[config.mk]
export PLATFORM = sky130hd
export DESIGN_NAME = binary_cave_smoothing_filter_core
export DESIGN_NICKNAME = d
export VERILOG_FILES = /design/src/hw/rtl/bcsf_pkg.sv /design/src/hw/rtl/bcsf_ram.sv /design/src/hw/rtl/bcsf_cfg.sv /design/src/hw/rtl/bcsf_pass.sv /design/src/hw/rtl/binary_cave_smoothing_filter_core.sv
export SDC_FILE = /design/constraint.sdc
export NUM_CORES = 1
export LEC_CHECK = 0
export CAP_MARGIN = 20
export CORE_UTILIZATION = 40
export CTS_CLUSTER_SIZE = 25
export DETAILED_ROUTE_END_ITERATION = 10
export DONT_BUFFER_PORTS = 1
export GPL_TIMING_DRIVEN = 1
export HOLD_SLACK_MARGIN = 0.12
export SYNTH_ARGS = -nofsm -noshare
export SYNTH_HDL_FRONTEND = slang
export SYNTH_HIERARCHICAL = 1
export SYNTH_SLANG_ARGS = --single-unit
export TNS_END_PERCENT = 20
[constraint.sdc]
create_clock -name clk_i -period 12.1 [get_ports clk_i]
set_clock_uncertainty 0.15 [all_clocks]
set_input_delay 0.605 -clock clk_i [delete_from_list [all_inputs] [get_ports clk_i]]
set_output_delay 0.605 -clock clk_i [all_outputs]
set_load 0.02 [all_outputs]
[src/hw/rtl/bcsf_pkg.sv]
// Shared types and constants of the binary cave smoothing filter.
package bcsf_pkg;

  // APB register map: byte address is four times the register index.
  localparam int unsigned ADDR_W = 4;
  localparam int unsigned DATA_W = 32;

  localparam logic [1:0] REG_THRESHOLD = 2'd0;
  localparam logic [1:0] REG_WIDTH     = 2'd1;
  localparam logic [1:0] REG_HEIGHT    = 2'd2;

  // Register field widths and reset values.
  localparam int unsigned THR_W = 4;
  localparam int unsigned DIM_W = 9;
  localparam int unsigned ROW_W = 8;

  localparam logic [THR_W-1:0] THRESHOLD_RST = 4'd5;
  localparam logic [DIM_W-1:0] WIDTH_RST     = 9'd80;
  localparam logic [DIM_W-1:0] HEIGHT_RST    = 9'd50;

  // Smallest map side and largest map height.
  localparam logic [DIM_W-1:0] MIN_DIM    = 9'd3;
  localparam logic [DIM_W-1:0] MAX_HEIGHT = 9'd256;

  // Stream payload widths.
  localparam int unsigned TDATA_W = 8;

  // Datapath settings, plus a one-cycle restart strobe on each register write.
  typedef struct packed {
    logic             restart;
    logic [THR_W-1:0] threshold;
    logic [DIM_W-1:0] width;
    logic [DIM_W-1:0] height;
  } cfg_t;

  // One result produced by the datapath in the cycle its input beat is taken.
  typedef struct packed {
    logic valid;
    logic wall;
    logic last;
  } res_t;

endpackage

[src/hw/rtl/bcsf_ram.sv]
// Generic single-write, single-read RAM with a registered read port.
module bcsf_ram #(
  parameter int WIDTH = 1,
  parameter int DEPTH = 256,
  localparam int AddrW = (DEPTH > 1) ? $clog2(DEPTH) : 1
) (
  input  logic             clk_i,
  input  logic             we_i,
  input  logic [AddrW-1:0] waddr_i,
  input  logic [WIDTH-1:0] wdata_i,
  input  logic [AddrW-1:0] raddr_i,
  output logic [WIDTH-1:0] rdata_o
);

  logic [WIDTH-1:0] mem_q [DEPTH];
  logic [WIDTH-1:0] rdata_q;

  // Write port.
  always_ff @(posedge clk_i) begin
    if (we_i) begin
      mem_q[waddr_i] <= wdata_i;
    end
  end

  // Read port returns the old contents on a same-address write.
  always_ff @(posedge clk_i) begin
    rdata_q <= mem_q[raddr_i];
  end

  assign rdata_o = rdata_q;

endmodule

[src/hw/rtl/bcsf_cfg.sv]
// APB register file holding threshold, map width and map height.
module bcsf_cfg import bcsf_pkg::*; (
  input  logic              clk_i,
  input  logic              rst_ni,
  input  logic              psel,
  input  logic              penable,
  input  logic              pwrite,
  input  logic [ADDR_W-1:0] paddr,
  input  logic [DATA_W-1:0] pwdata,
  output logic [DATA_W-1:0] prdata,
  output logic              pready,
  output cfg_t              cfg_o
);

  logic [THR_W-1:0] threshold_q, threshold_d;
  logic [DIM_W-1:0] width_q, width_d;
  logic [DIM_W-1:0] height_q, height_d;
  logic [1:0]       index;
  logic             wr_en;
  logic             restart;

  assign pready = 1'b1;
  assign index  = paddr[3:2];
  assign wr_en  = psel & penable & pwrite & pready;

  // Register write decode; any write to a known register restarts the map.
  always_comb begin
    threshold_d = threshold_q;
    width_d     = width_q;
    height_d    = height_q;
    restart     = 1'b0;
    if (wr_en) begin
      case (index)
        REG_THRESHOLD: begin
          threshold_d = pwdata[THR_W-1:0];
          restart     = 1'b1;
        end
        REG_WIDTH: begin
          width_d = pwdata[DIM_W-1:0];
          restart = 1'b1;
        end
        REG_HEIGHT: begin
          height_d = pwdata[DIM_W-1:0];
          restart  = 1'b1;
        end
        default: begin
          restart = 1'b0;
        end
      endcase
    end
  end

  always_ff @(posedge clk_i or negedge rst_ni) begin
    if (!rst_ni) begin
      threshold_q <= THRESHOLD_RST;
      width_q     <= WIDTH_RST;
      height_q    <= HEIGHT_RST;
    end else begin
      threshold_q <= threshold_d;
      width_q     <= width_d;
      height_q    <= height_d;
    end
  end

  // Read mux.
  always_comb begin
    case (index)
      REG_THRESHOLD: prdata = {{(DATA_W-THR_W){1'b0}}, threshold_q};
      REG_WIDTH:     prdata = {{(DATA_W-DIM_W){1'b0}}, width_q};
      REG_HEIGHT:    prdata = {{(DATA_W-DIM_W){1'b0}}, height_q};
      default:       prdata = '0;
    endcase
  end

  assign cfg_o.restart   = restart;
  assign cfg_o.threshold = threshold_q;
  assign cfg_o.width     = width_q;
  assign cfg_o.height    = height_q;

endmodule

[src/hw/rtl/bcsf_pass.sv]
// Smoothing datapath: raster counters, two row stores, 3x3 window and wall rule.
module bcsf_pass import bcsf_pkg::*; #(
  parameter int MAX_WIDTH = 256
) (
  input  logic clk_i,
  input  logic rst_ni,
  input  cfg_t cfg_i,
  input  logic acc_i,
  input  logic cell_i,
  input  logic drain_i,
  output res_t res_o
);

  localparam int CW = (MAX_WIDTH > 2) ? $clog2(MAX_WIDTH) : 1;

  logic [CW-1:0]    in_col_q, in_col_d;
  logic [ROW_W-1:0] in_row_q, in_row_d;
  logic             tail_q, tail_d;
  logic [CW-1:0]    out_col_q, out_col_d;
  logic [ROW_W-1:0] out_row_q, out_row_d;
  logic [8:0]       win_q, win_d;
  logic             fwd_q, fwd_d;
  logic             prev_fwd_q, older_fwd_q;

  logic [CW-1:0]    wlast;
  logic [ROW_W-1:0] hlast;
  logic [CW-1:0]    rd_addr;
  logic             we;
  logic             prev_ram, older_ram;
  logic             prev_rd, older_rd;
  logic [8:0]       win_new;
  logic [3:0]       walls;
  logic             started;
  logic             border;
  logic             in_wrap;
  logic             out_wrap;
  logic             out_final;

  // Last column and last row after clamping the map size to its legal range.
  always_comb begin
    if (cfg_i.width < MIN_DIM) begin
      wlast = CW'(2);
    end else if (int'(cfg_i.width) > MAX_WIDTH) begin
      wlast = CW'(MAX_WIDTH - 1);
    end else begin
      wlast = CW'(cfg_i.width - 9'd1);
    end
    if (cfg_i.height < MIN_DIM) begin
      hlast = 8'd2;
    end else if (cfg_i.height > MAX_HEIGHT) begin
      hlast = 8'd255;
    end else begin
      hlast = 8'(cfg_i.height - 9'd1);
    end
  end

  // Row stores: the previous row and the row before it, one cell per column.
  bcsf_ram #(.WIDTH(1), .DEPTH(MAX_WIDTH)) u_prev_row (
    .clk_i   (clk_i),
    .we_i    (we),
    .waddr_i (in_col_q),
    .wdata_i (cell_i),
    .raddr_i (rd_addr),
    .rdata_o (prev_ram)
  );

  bcsf_ram #(.WIDTH(1), .DEPTH(MAX_WIDTH)) u_older_row (
    .clk_i   (clk_i),
    .we_i    (we),
    .waddr_i (in_col_q),
    .wdata_i (prev_rd),
    .raddr_i (rd_addr),
    .rdata_o (older_ram)
  );

  // A read that hit the column being written takes the freshly written cells.
  assign prev_rd  = fwd_q ? prev_fwd_q : prev_ram;
  assign older_rd = fwd_q ? older_fwd_q : older_ram;

  // Window shift: newest column in the low bits, upper row in the top bit.
  assign win_new = {win_q[5:0], older_rd, prev_rd, cell_i};

  // Neighbor wall count, the center cell excluded.
  always_comb begin
    walls = '0;
    for (int b = 0; b < 9; b++) begin
      if (b != 4) begin
        walls = walls + {3'd0, win_new[b]};
      end
    end
  end

  assign started   = (in_row_q >= 8'd2) || (in_row_q == 8'd1 && in_col_q != '0);
  assign border    = (out_row_q == '0) || (out_row_q >= hlast) ||
                     (out_col_q == '0) || (out_col_q >= wlast);
  assign in_wrap   = (in_col_q >= wlast);
  assign out_wrap  = (out_col_q >= wlast);
  assign out_final = (out_row_q >= hlast) && out_wrap;

  // Next state of counters and window, and the result of the beat taken now.
  always_comb begin
    in_col_d  = in_col_q;
    in_row_d  = in_row_q;
    tail_d    = tail_q;
    out_col_d = out_col_q;
    out_row_d = out_row_q;
    win_d     = win_q;
    we        = 1'b0;
    res_o     = '0;
    if (cfg_i.restart) begin
      in_col_d  = '0;
      in_row_d  = '0;
      tail_d    = 1'b0;
      out_col_d = '0;
      out_row_d = '0;
      win_d     = '0;
    end else if (acc_i) begin
      if (!tail_q) begin
        // Map still arriving: drain beats are dropped.
        if (!drain_i) begin
          we    = 1'b1;
          win_d = win_new;
          if (in_wrap) begin
            in_col_d = '0;
            if (in_row_q >= hlast) begin
              in_row_d = '0;
              tail_d   = 1'b1;
            end else begin
              in_row_d = in_row_q + 8'd1;
            end
          end else begin
            in_col_d = in_col_q + CW'(1);
          end
          if (started) begin
            res_o.valid = 1'b1;
            res_o.wall  = border ? win_new[4] : (walls >= cfg_i.threshold);
            if (out_wrap) begin
              out_col_d = '0;
              out_row_d = out_row_q + 8'd1;
            end else begin
              out_col_d = out_col_q + CW'(1);
            end
          end
        end
      end else begin
        // Tail: remaining cells are border cells read back from the row stores.
        res_o.valid = 1'b1;
        res_o.wall  = (out_row_q >= hlast) ? prev_rd : older_rd;
        res_o.last  = out_final;
        if (out_final) begin
          tail_d    = 1'b0;
          out_col_d = '0;
          out_row_d = '0;
          win_d     = '0;
        end else if (out_wrap) begin
          out_col_d = '0;
          out_row_d = out_row_q + 8'd1;
        end else begin
          out_col_d = out_col_q + CW'(1);
        end
      end
    end
  end

  // Read address runs one beat ahead so the registered read is ready in time.
  assign rd_addr = tail_d ? out_col_d : in_col_d;
  assign fwd_d   = we && (in_col_q == rd_addr);

  always_ff @(posedge clk_i or negedge rst_ni) begin
    if (!rst_ni) begin
      in_col_q  <= '0;
      in_row_q  <= '0;
      tail_q    <= 1'b0;
      out_col_q <= '0;
      out_row_q <= '0;
      win_q     <= '0;
      fwd_q     <= 1'b0;
    end else begin
      in_col_q  <= in_col_d;
      in_row_q  <= in_row_d;
      tail_q    <= tail_d;
      out_col_q <= out_col_d;
      out_row_q <= out_row_d;
      win_q     <= win_d;
      fwd_q     <= fwd_d;
    end
  end

  // Cells written this beat, kept for a read of the same column.
  always_ff @(posedge clk_i) begin
    prev_fwd_q  <= cell_i;
    older_fwd_q <= prev_rd;
  end

  // Forwarding only happens on the step from the last input cell into the tail.
  a_fwd_in_tail: assert property (@(posedge clk_i) disable iff (!rst_ni)
    fwd_q |-> tail_q)
    else $error("row store forward outside the tail");

  // Input position rests at the origin for the whole tail.
  a_tail_in_origin: assert property (@(posedge clk_i) disable iff (!rst_ni)
    tail_q |-> (in_col_q == '0 && in_row_q == '0))
    else $error("input position moved during the tail");

  // The final cell of a map comes only from the tail.
  a_last_in_tail: assert property (@(posedge clk_i) disable iff (!rst_ni)
    (res_o.valid && res_o.last) |-> tail_q)
    else $error("frame end flagged while the map is still arriving");

  // After the final cell everything is back at the start of a new map.
  a_last_restarts: assert property (@(posedge clk_i) disable iff (!rst_ni)
    (res_o.valid && res_o.last) |=>
      (!tail_q && out_col_q == '0 && out_row_q == '0 && win_q == '0))
    else $error("state not cleared after the final cell");

endmodule

[src/hw/rtl/binary_cave_smoothing_filter_core.sv]
// Top level of the binary cave smoothing filter: ports, settings and output register.
//
//   channel  direction  handshake               payload
//   s_axis   in         tvalid/tready           tdata[0] cell_is_wall, tuser drain
//   m_axis   out        tvalid/tready           tdata[0] out_is_wall, tlast frame_last
//   apb      in         psel/penable/pready     threshold 0x0, width 0x4, height 0x8
//
// One cell beat is taken per clock while the output is not stalled; the wall count
// and compare sit between the row store read register and the output register.
// Results trail the input by one row plus one cell; map_width + 1 drain beats push
// out the tail. The output register lets a new beat in while a result is taken.
// Reset returns threshold 5, width 80, height 50 and the start of a map; the row
// stores are not cleared. A stalled output holds its beat and stops the input.
module binary_cave_smoothing_filter_core import bcsf_pkg::*; #(
  parameter int MAX_WIDTH = 256
) (
  input  logic               clk_i,
  input  logic               rst_ni,
  // Input cells.
  input  logic               s_axis_tvalid,
  output logic               s_axis_tready,
  input  logic [TDATA_W-1:0] s_axis_tdata,   // [0] cell_is_wall, [7:1] zero
  input  logic               s_axis_tuser,   // [0] drain
  // Smoothed cells.
  output logic               m_axis_tvalid,
  input  logic               m_axis_tready,
  output logic [TDATA_W-1:0] m_axis_tdata,   // [0] out_is_wall, [7:1] zero
  output logic               m_axis_tlast,
  // Configuration.
  input  logic               psel,
  input  logic               penable,
  input  logic               pwrite,
  input  logic [ADDR_W-1:0]  paddr,
  input  logic [DATA_W-1:0]  pwdata,
  output logic [DATA_W-1:0]  prdata,
  output logic               pready
);

  cfg_t cfg;
  res_t res;
  logic acc;
  logic out_valid_q, out_valid_d;
  logic out_wall_q;
  logic out_last_q;

  bcsf_cfg u_cfg (
    .clk_i   (clk_i),
    .rst_ni  (rst_ni),
    .psel    (psel),
    .penable (penable),
    .pwrite  (pwrite),
    .paddr   (paddr),
    .pwdata  (pwdata),
    .prdata  (prdata),
    .pready  (pready),
    .cfg_o   (cfg)
  );

  assign s_axis_tready = !out_valid_q || m_axis_tready;
  assign acc           = s_axis_tvalid && s_axis_tready;

  bcsf_pass #(.MAX_WIDTH(MAX_WIDTH)) u_pass (
    .clk_i   (clk_i),
    .rst_ni  (rst_ni),
    .cfg_i   (cfg),
    .acc_i   (acc),
    .cell_i  (s_axis_tdata[0]),
    .drain_i (s_axis_tuser),
    .res_o   (res)
  );

  // Output register: load a new result, otherwise empty once the beat is taken.
  always_comb begin
    out_valid_d = out_valid_q;
    if (res.valid) begin
      out_valid_d = 1'b1;
    end else if (m_axis_tready) begin
      out_valid_d = 1'b0;
    end
  end

  always_ff @(posedge clk_i or negedge rst_ni) begin
    if (!rst_ni) begin
      out_valid_q <= 1'b0;
    end else begin
      out_valid_q <= out_valid_d;
    end
  end

  always_ff @(posedge clk_i) begin
    if (res.valid) begin
      out_wall_q <= res.wall;
      out_last_q <= res.last;
    end
  end

  assign m_axis_tvalid = out_valid_q;
  assign m_axis_tdata  = {{(TDATA_W-1){1'b0}}, out_wall_q};
  assign m_axis_tlast  = out_last_q;

endmodule
==> summary.txt, run 1 <==
Outcome
  – Status: finished clean

Clock network
  – Reg clk slew, reported paths: roughly 0.06 ns
  – Root buffer cell: clkbuf_16
  – Postcts setup bufs: 0
  – TritonCTS buffer count: 59
  – Clock sink count: slightly below 600
  – # H-tree levels: 2
  – CTS resizes: 0
  – Worst-Skew Late Latency: ~0.63 ns
  – TritonCTS clock tree: yes
  – Max clock buf depth: 3

Timing
  – Slew Limit Fails: 0
  – Worst Setup Slack, final: 4.67 ns
  – Final period util: 0.614
  – Fmax: 0.135 GHz
  – Relative slew slack: 0.247
  – Tmin final: around 7.4 ns
  – Final Hold Fails: 0
  – Hold_ws: 0.171 ns
  – Post-Route Setup TNS: 0 ns
  – Worst-Margin Slew: 1.13 ns
  – Unrepaired setup endpoints after global routing: false
  – Final setup viols: 0

Job
  – Max Cap Viol: 0

Detailed routing
  – Iter 0 DRT Violations: 1705
  – Avg WL per Cell: ~22 um
  – Vias per cell: ~5.6
  – DR pass1 iterations: 5
  – Final wirelength: about 66 mm
  – Residual DRC count: 0
  – Final ANT Viol Nets: 0
  – Via count: 17300

Placed design
  – Placed Cells: a little under 3000
  – Area of placed instances: 28100 um2
  – GPL Wtd Cong: about 0.8
  – Pre-CTS WS: 4.86 ns
  – Buffers on Ports: 0
  – DP Wirelength: between 30 and 40 mm

Critical path
  – Setup CP Type: reg2reg
  – Crit start category: flip-flop
  – Critical Path RT: about 12 ns
  – Crit Path Max Fanout: 38
  – CP endpoint kind: flip-flop
  – Crit path DAT: ~7.8 ns

Synth
  – Share of the synthesized area in the top cell type: 0.558
  – Post-synth EDFFs: around 510
  – Area leader, netlist: edfxtp_1
  – Area contributors post-synth: edfxtp_1, nor2_1, mux4_2
  – Syn_area_per_cell: ~13 um2
  – Ys Warns: 6
  – Post-Syn Instances: roughly 2200
  – Post-synthesis sequential area ratio: 0.619
  – Synth async-reset ratio: 0.108
  – Distinct cells, synth: between 70 and 80
  – Ys flop type: edfxtp_1
  – Netlist Area Pre-Place: about 28000 um2
  – Synthesized flop and latch total: 581

Global routing
  – Initial antenna violation count: 0
  – Gr ovfl total: 0
  – First-pass GRT wire length: approximately 100 mm
  – Number of global-route vias before repair: between 15000 and 20000
  – Total track usage: 0.188
  – Largest net degree at the start of global routing: between 200 and 300

Floorplan
  – Die Wd: around 260 um
  – Top Ports: 96
  – Row cnt: 96
  – Effective utilization at floorplan: 0.404
  – Area of the die: between 70000 and 80000 um2
  – Core region area: slightly below 70000 um2
  – Die Ht: ~260 um

Worst hold path
  – Min-Delay Path Class: in2reg

Power
  – Combinational fraction of design power: 0.239
  – Int Power: approximately 3.9 mW
  – Max VDD drop: 0.118 mV
  – Sw Pwr: 1.67 mW
  – Leakage: 9.72 nW
  – Seq pwr share: 0.438
  – Final Power: around 5.6 mW
  – Sw Share: 0.299
  – Power share of the clock group: 0.323
  – P per Cell Area: between 150 and 200 nW/um2

Cells and area
  – Share of post-route cells with drive strength above 1: 0.119
  – Antenna Cells: 0
  – Final std cells w/o fill: 3066
  – Post-Route Utilization: 0.442
  – Synth-to-layout area growth: 9.37%
  – Fin area: just over 30000 um2
  – Nets@finish: 2241
  – Layout fillers: roughly 6200
[cells in the mapped netlist (8+ instances only)]
cell	instances
a22o_1	18
dfrtp_1	56
mux2_2	20
o21ai_0	52
o22ai_1	48
nor3_1	17
a31oi_1	9
nor2b_1	26
xnor2_1	18
a21oi_1	27
mux2i_1	109
nand3_1	43
clkbuf_1	83
buf_4	45
inv_1	36
nand2_1	100
nor4_1	17
nand2b_1	8
ha_1	52
nand3b_1	9
mux2_4	9
edfxtp_1	514
mux4_2	84
xor2_1	8
buf_6	12
nor2_1	587
a22oi_1	18
buf_2	15
and3_1	8
[state kept, by name, summed over array words and instances, names as in the netlist, 4 cells and up]
name                      cells
u_cfg/height_q                9
u_pass/u_older_row/mem_q    256
u_cfg/threshold_q             4
u_cfg/width_q                 9
u_pass/u_prev_row/mem_q     256
u_pass/in_col_q               8
u_pass/out_row_q              8
u_pass/in_row_q               8
u_pass/out_col_q              8
u_pass/win_q                  6
[per-layer routing]
metal	global-route usage	part of all wire
met2	0.325	0.50
met3	0.0320	0.066
met4	0.0544	0.024
met1	0.244	0.41
met5	0	0
[final timing paths]
check | start | to | depth (start not counted) | slack (ns)
min in group asynchronous | rst_ni | u_cfg/height_q[8]$_DFFE_PN0P_ | 2 | 0.37
max in group asynchronous | rst_ni | u_cfg/threshold_q[2]$_DFFE_PN1P_ | 2 | 11.11
setup reg to reg | u_cfg/width_q[2]$_DFFE_PN0P_ | u_pass/u_older_row/rdata_o$_DFF_P_ | 20 | 4.67
hold reg to reg | u_pass/win_q[5]$_DFFE_PN0P_ | u_pass/win_q[5]$_DFFE_PN0P_ | 2 | 0.34
hold / removal | paddr[3] | u_cfg/threshold_q[3]$_DFFE_PN0P_ | 2 | 0.17
setup / recovery | u_cfg/width_q[2]$_DFFE_PN0P_ | u_pass/u_older_row/rdata_o$_DFF_P_ | 20 | 4.67
[cell families after synthesis]
| kind of cell | share of synthesized area |
|---|---|
| multiplexers | 0.121 |
| XOR/XNOR | 0.00824 |
| other | 0.000407 |
| AO/OA/AOI/OAI | 0.0570 |
| AND/OR/NAND/NOR | 0.132 |
| flip-flops | 0.619 |
| adder cells (fa/ha/maj) | 0.0264 |
| buffers and inverters | 0.0367 |
[cell usage in the layout (no fill, tap or decap), types with 10 or more instances in the layout]
master / count
a21oi_1: 26
a22o_1: 18
a22oi_1: 18
buf_4: 13
clkbuf_1: 10
clkbuf_16: 59
clkinv_1: 10
clkinv_2: 13
conb_1: 31
dfrtp_1: 56
dlygate4sd3_1: 11
edfxtp_1: 514
ha_1: 52
inv_1: 35
mux2_2: 19
mux2i_1: 109
mux4_2: 84
nand2_1: 99
nand3_1: 43
nor2_1: 587
nor2b_1: 26
nor3_1: 17
nor4_1: 17
o21ai_0: 51
o22ai_1: 48
xnor2_1: 18
[layout make-up]
type,instances,area (um2),area share
well taps,882,1100,0.0365
multi-input cells,1424,9670,0.320
flip-flops and latches,581,17100,0.566
clock buffers,69,1510,0.0501
inverters,37,144,0.00476
repair buffers,30,313,0.0103
clock inverters,43,397,0.0131
[power groups by stage]
stage                     Sequential [mW]  Clock (mW)  Combinational (mW)
after global routing                 2.45        1.91                1.46
after global placement               2.48           0                1.28
after CTS                            2.44        1.84                1.34
after detailed placement             2.48           0                1.32
after floorplan                      2.49           0                1.00
final                                2.44        1.80                1.33
[timing repair]
item / CTS / global route
hold buffers: 13 / 0
setup endpoints to repair: 0 / 0
hold endpoints to repair: 344 / 0
[worst max-delay path, stage by stage (launching register included)]
cell       delay [ns]
dfrtp_1          0.44
nor4_1           0.37
nor2b_1          0.25
nand2_1          0.10
o21a_1           0.23
o21ai_0          0.45
ha_1             0.35
a211oi_1         0.23
o21ai_1          0.18
a21o_2           0.34
o211ai_1         0.19
nand2_1          0.13
o21ai_0          0.31
nand2_1          0.20
nand2_4          0.63
buf_4            0.71
nor2b_1          0.77
a22oi_1          0.29
a2111oi_0        0.56
a311oi_1         0.10
a22oi_1          0.29
No activity file was read; power rests on OpenSTA's default activity.
==> run 2, diff against run 1 <==
- clock period: 12.1 -> 6.5 ns (I/O delays scaled with it)
==> summary.txt, run 2 (synthesized netlist as in run 1, its figures left out) <==
Critical path
  – CP endpoint kind: flip-flop
  – Slowest-stage cell, CP: or3b_1
  – CP delay by family, top: compound AO/OA/AOI/OAI gates
  – Cells along the critical path: nor4_1 -> nor2b_1 -> nand2_1 -> o21a_1 -> o21ai_0 -> ha_1 -> a21oi_1 -> o21ai_0 -> a21o_2 -> o211ai_1 -> nand2_1 -> o21ai_1 -> mux2_2 -> or3b_1 -> o22ai_1 -> nor3_1 -> a2111oi_0 -> a311oi_1 -> a22oi_1
  – Setup CP Type: reg2reg
  – R2R cell count: 19
  – CP peak stage delay: roughly 0.70 ns
  – Crit start category: flip-flop
  – Critical Path RT: ~6.9 ns
  – R2R Path End: u_pass/u_prev_row/rdata_o$_DFF_P_
  – Crit path buf inv count: 0
  – Crit Path Max Fanout: 25
  – Crit path DAT: 6.54 ns
  – Critical Path Stages: 19
  – Setup slack, reg-to-reg: ~0.36 ns
  – Worst R2R Start: u_cfg/width_q[2]$_DFFE_PN0P_

Power
  – Sw Pwr: between 3 and 4 mW
  – Seq pwr share: 0.435
  – Combinational fraction of design power: 0.248
  – Int Power: about 7.4 mW
  – Leakage: 9.94 nW
  – Sw Share: 0.296
  – Max VDD drop: 0.233 mV
  – Power share of the clock group: 0.318
  – P per Cell Area: between 300 and 400 nW/um2

Job
  – Max Cap Viol: 0

Floorplan
  – Die Ht: approximately 260 um
  – Top Ports: 96
  – Row cnt: 96
  – Die Wd: around 260 um
  – Effective utilization at floorplan: 0.404
  – Area of the die: approximately 70000 um2
  – Core region area: around 70000 um2

Timing
  – Final setup viols: 0
  – Final Hold Fails: 0
  – Fmax: roughly 0.16 GHz
  – Post-Route Setup TNS: 0 ns
  – Unrepaired setup endpoints after global routing: false
  – Tmin final: roughly 6.1 ns
  – Final period util: 0.944
  – Slew Limit Fails: 0
  – Relative slew slack: 0.262
  – Worst-Margin Slew: about 1.1 ns

Clock network
  – # H-tree levels: 2
  – Max clock buf depth: 3
  – Reg clk slew, reported paths: 0.06 ns
  – Root buffer cell: clkbuf_16
  – Clock sink count: 581
  – Worst-Skew Late Latency: between 0.6 and 0.7 ns
  – TritonCTS clock tree: yes
  – TritonCTS buffer count: 59

Cells and area
  – Share of post-route cells with drive strength above 1: 0.128
  – Final std cells w/o fill: between 3000 and 4000
  – Largest regs: u_pass/u_older_row/mem_q: 256 flops, u_pass/u_prev_row/mem_q: 256 flops
  – Commonest non-fill, non-tap cells in the layout: nor2_1, edfxtp_1, mux2i_1
  – Nets@finish: 2279
  – Post-Route Utilization: 0.448
  – Layout fillers: around 6200
  – Synth-to-layout area growth: 10.8%
  – Most common cell after layout, fill and taps aside: nor2_1

Detailed routing
  – Residual DRC count: 0
  – Final ANT Viol Nets: 0
  – Avg WL per Cell: about 21 um
  – Final wirelength: ~67 mm
  – Via count: 17500
  – Vias per cell: 5.65
  – Iter 0 DRT Violations: 1726
  – DR pass1 iterations: 5

Global routing
  – Initial antenna violation count: 1
  – Total track usage: 0.190
  – Number of global-route vias before repair: roughly 18000
  – Gr ovfl total: 0
  – Largest net degree at the start of global routing: 259
  – First-pass GRT wire length: ~100 mm

Worst hold path
  – Worst hold path stage count: 2
  – Min-Delay Path Class: in2reg
  – Worst Hold Launch: paddr[2]
  – Hold Path Sink: u_cfg/height_q[1]$_DFFE_PN1P_

Placed design
  – Placed Cells: between 2000 and 3000
  – GPL Wtd Cong: a little over 0.8
  – Buffers on Ports: 0
  – DP Wirelength: 39.9 mm

Outcome
  – Status: finished clean
[run 2: worst max-delay path by stage]
stage	from	slack, ns	to
final	u_cfg/width_q[2]$_DFFE_PN0P_	0.36	u_pass/u_prev_row/rdata_o$_DFF_P_
after global routing	u_cfg/width_q[2]$_DFFE_PN0P_	0.01	u_pass/u_prev_row/rdata_o$_DFF_P_
after CTS	u_cfg/width_q[2]$_DFFE_PN0P_	0.32	u_pass/u_older_row/rdata_o$_DFF_P_
after detailed placement	u_cfg/width_q[2]$_DFFE_PN0P_	0.34	u_pass/u_older_row/rdata_o$_DFF_P_
after global placement	u_cfg/height_q[2]$_DFFE_PN0P_	0.40	u_pass/u_older_row/rdata_o$_DFF_P_
after floorplan	u_cfg/width_q[2]$_DFFE_PN0P_	1.30	u_pass/u_older_row/rdata_o$_DFF_P_
[run 2: power groups by stage]
| stage | Clock, mW | Combinational, mW | Sequential [mW] |
|---|---|---|---|
| after floorplan | 0 | 1.86 | 4.64 |
| after global placement | 0 | 2.46 | 4.62 |
| after detailed placement | 0 | 2.53 | 4.63 |
| after CTS | 3.40 | 2.59 | 4.56 |
| after global routing | 3.54 | 2.84 | 4.56 |
| final | 3.32 | 2.59 | 4.55 |
[run 2: stage by stage]
stage	cell area [um2]	worst slack (ns)	hold WS (ns)	total power, mW
6_report	30600	0.364	0.281	10.5
2_1_floorplan	27800	1.30	-0.121	6.50
4_1_cts	30600	0.317	0.242	10.5
3_3_place_gp	28400	0.396	-0.119	7.09
3_5_place_dp	28400	0.338	-0.119	7.16
5_1_grt	30600	0.0150	0.261	10.9
[run 2: routing by layer]
layer,share of wire,GRT usage,wire length (um),vias up
met5,0,0,0,-
met1,0.42,0.252,27700,8940
met2,0.49,0.321,32700,579
li1,-,-,-,7898
met3,0.067,0.0281,4490,112
met4,0.025,0.0587,1640,0
[run 2: cell type report]
| cell class | instances | area (um2) | share of cell area |
|---|---|---|---|
| inverter | 37 | 144 | 0.00470 |
| timing repair buffer | 68 | 711 | 0.0232 |
| clock buffer | 72 | 1550 | 0.0504 |
| antenna | 2 | 5.00 | 0.000163 |
| multi-input combinational | 1424 | 9680 | 0.316 |
| sequential | 581 | 17100 | 0.558 |
| clock inverter | 34 | 357 | 0.0116 |
| tap | 882 | 1100 | 0.0360 |
[run 2: worst register-to-register path, cell delays in order, from the launching register on]
cell,delay [ns]
dfrtp_1,0.44
nor4_1,0.38
nor2b_1,0.27
nand2_1,0.10
o21a_1,0.23
o21ai_0,0.40
ha_1,0.33
a21oi_1,0.15
o21ai_0,0.21
a21o_2,0.28
o211ai_1,0.15
nand2_1,0.12
o21ai_1,0.32
mux2_2,0.67
or3b_1,0.70
o22ai_1,0.22
nor3_1,0.08
a2111oi_0,0.53
a311oi_1,0.12
a22oi_1,0.21
[run 2: timing repair]
action | CTS | global route
buffers inserted | 0 | 1
hold endpoints to repair | 367 | 0
resized for setup | 0 | 4
hold buffers | 24 | 0
endpoints found under the setup margin | 0 | 2
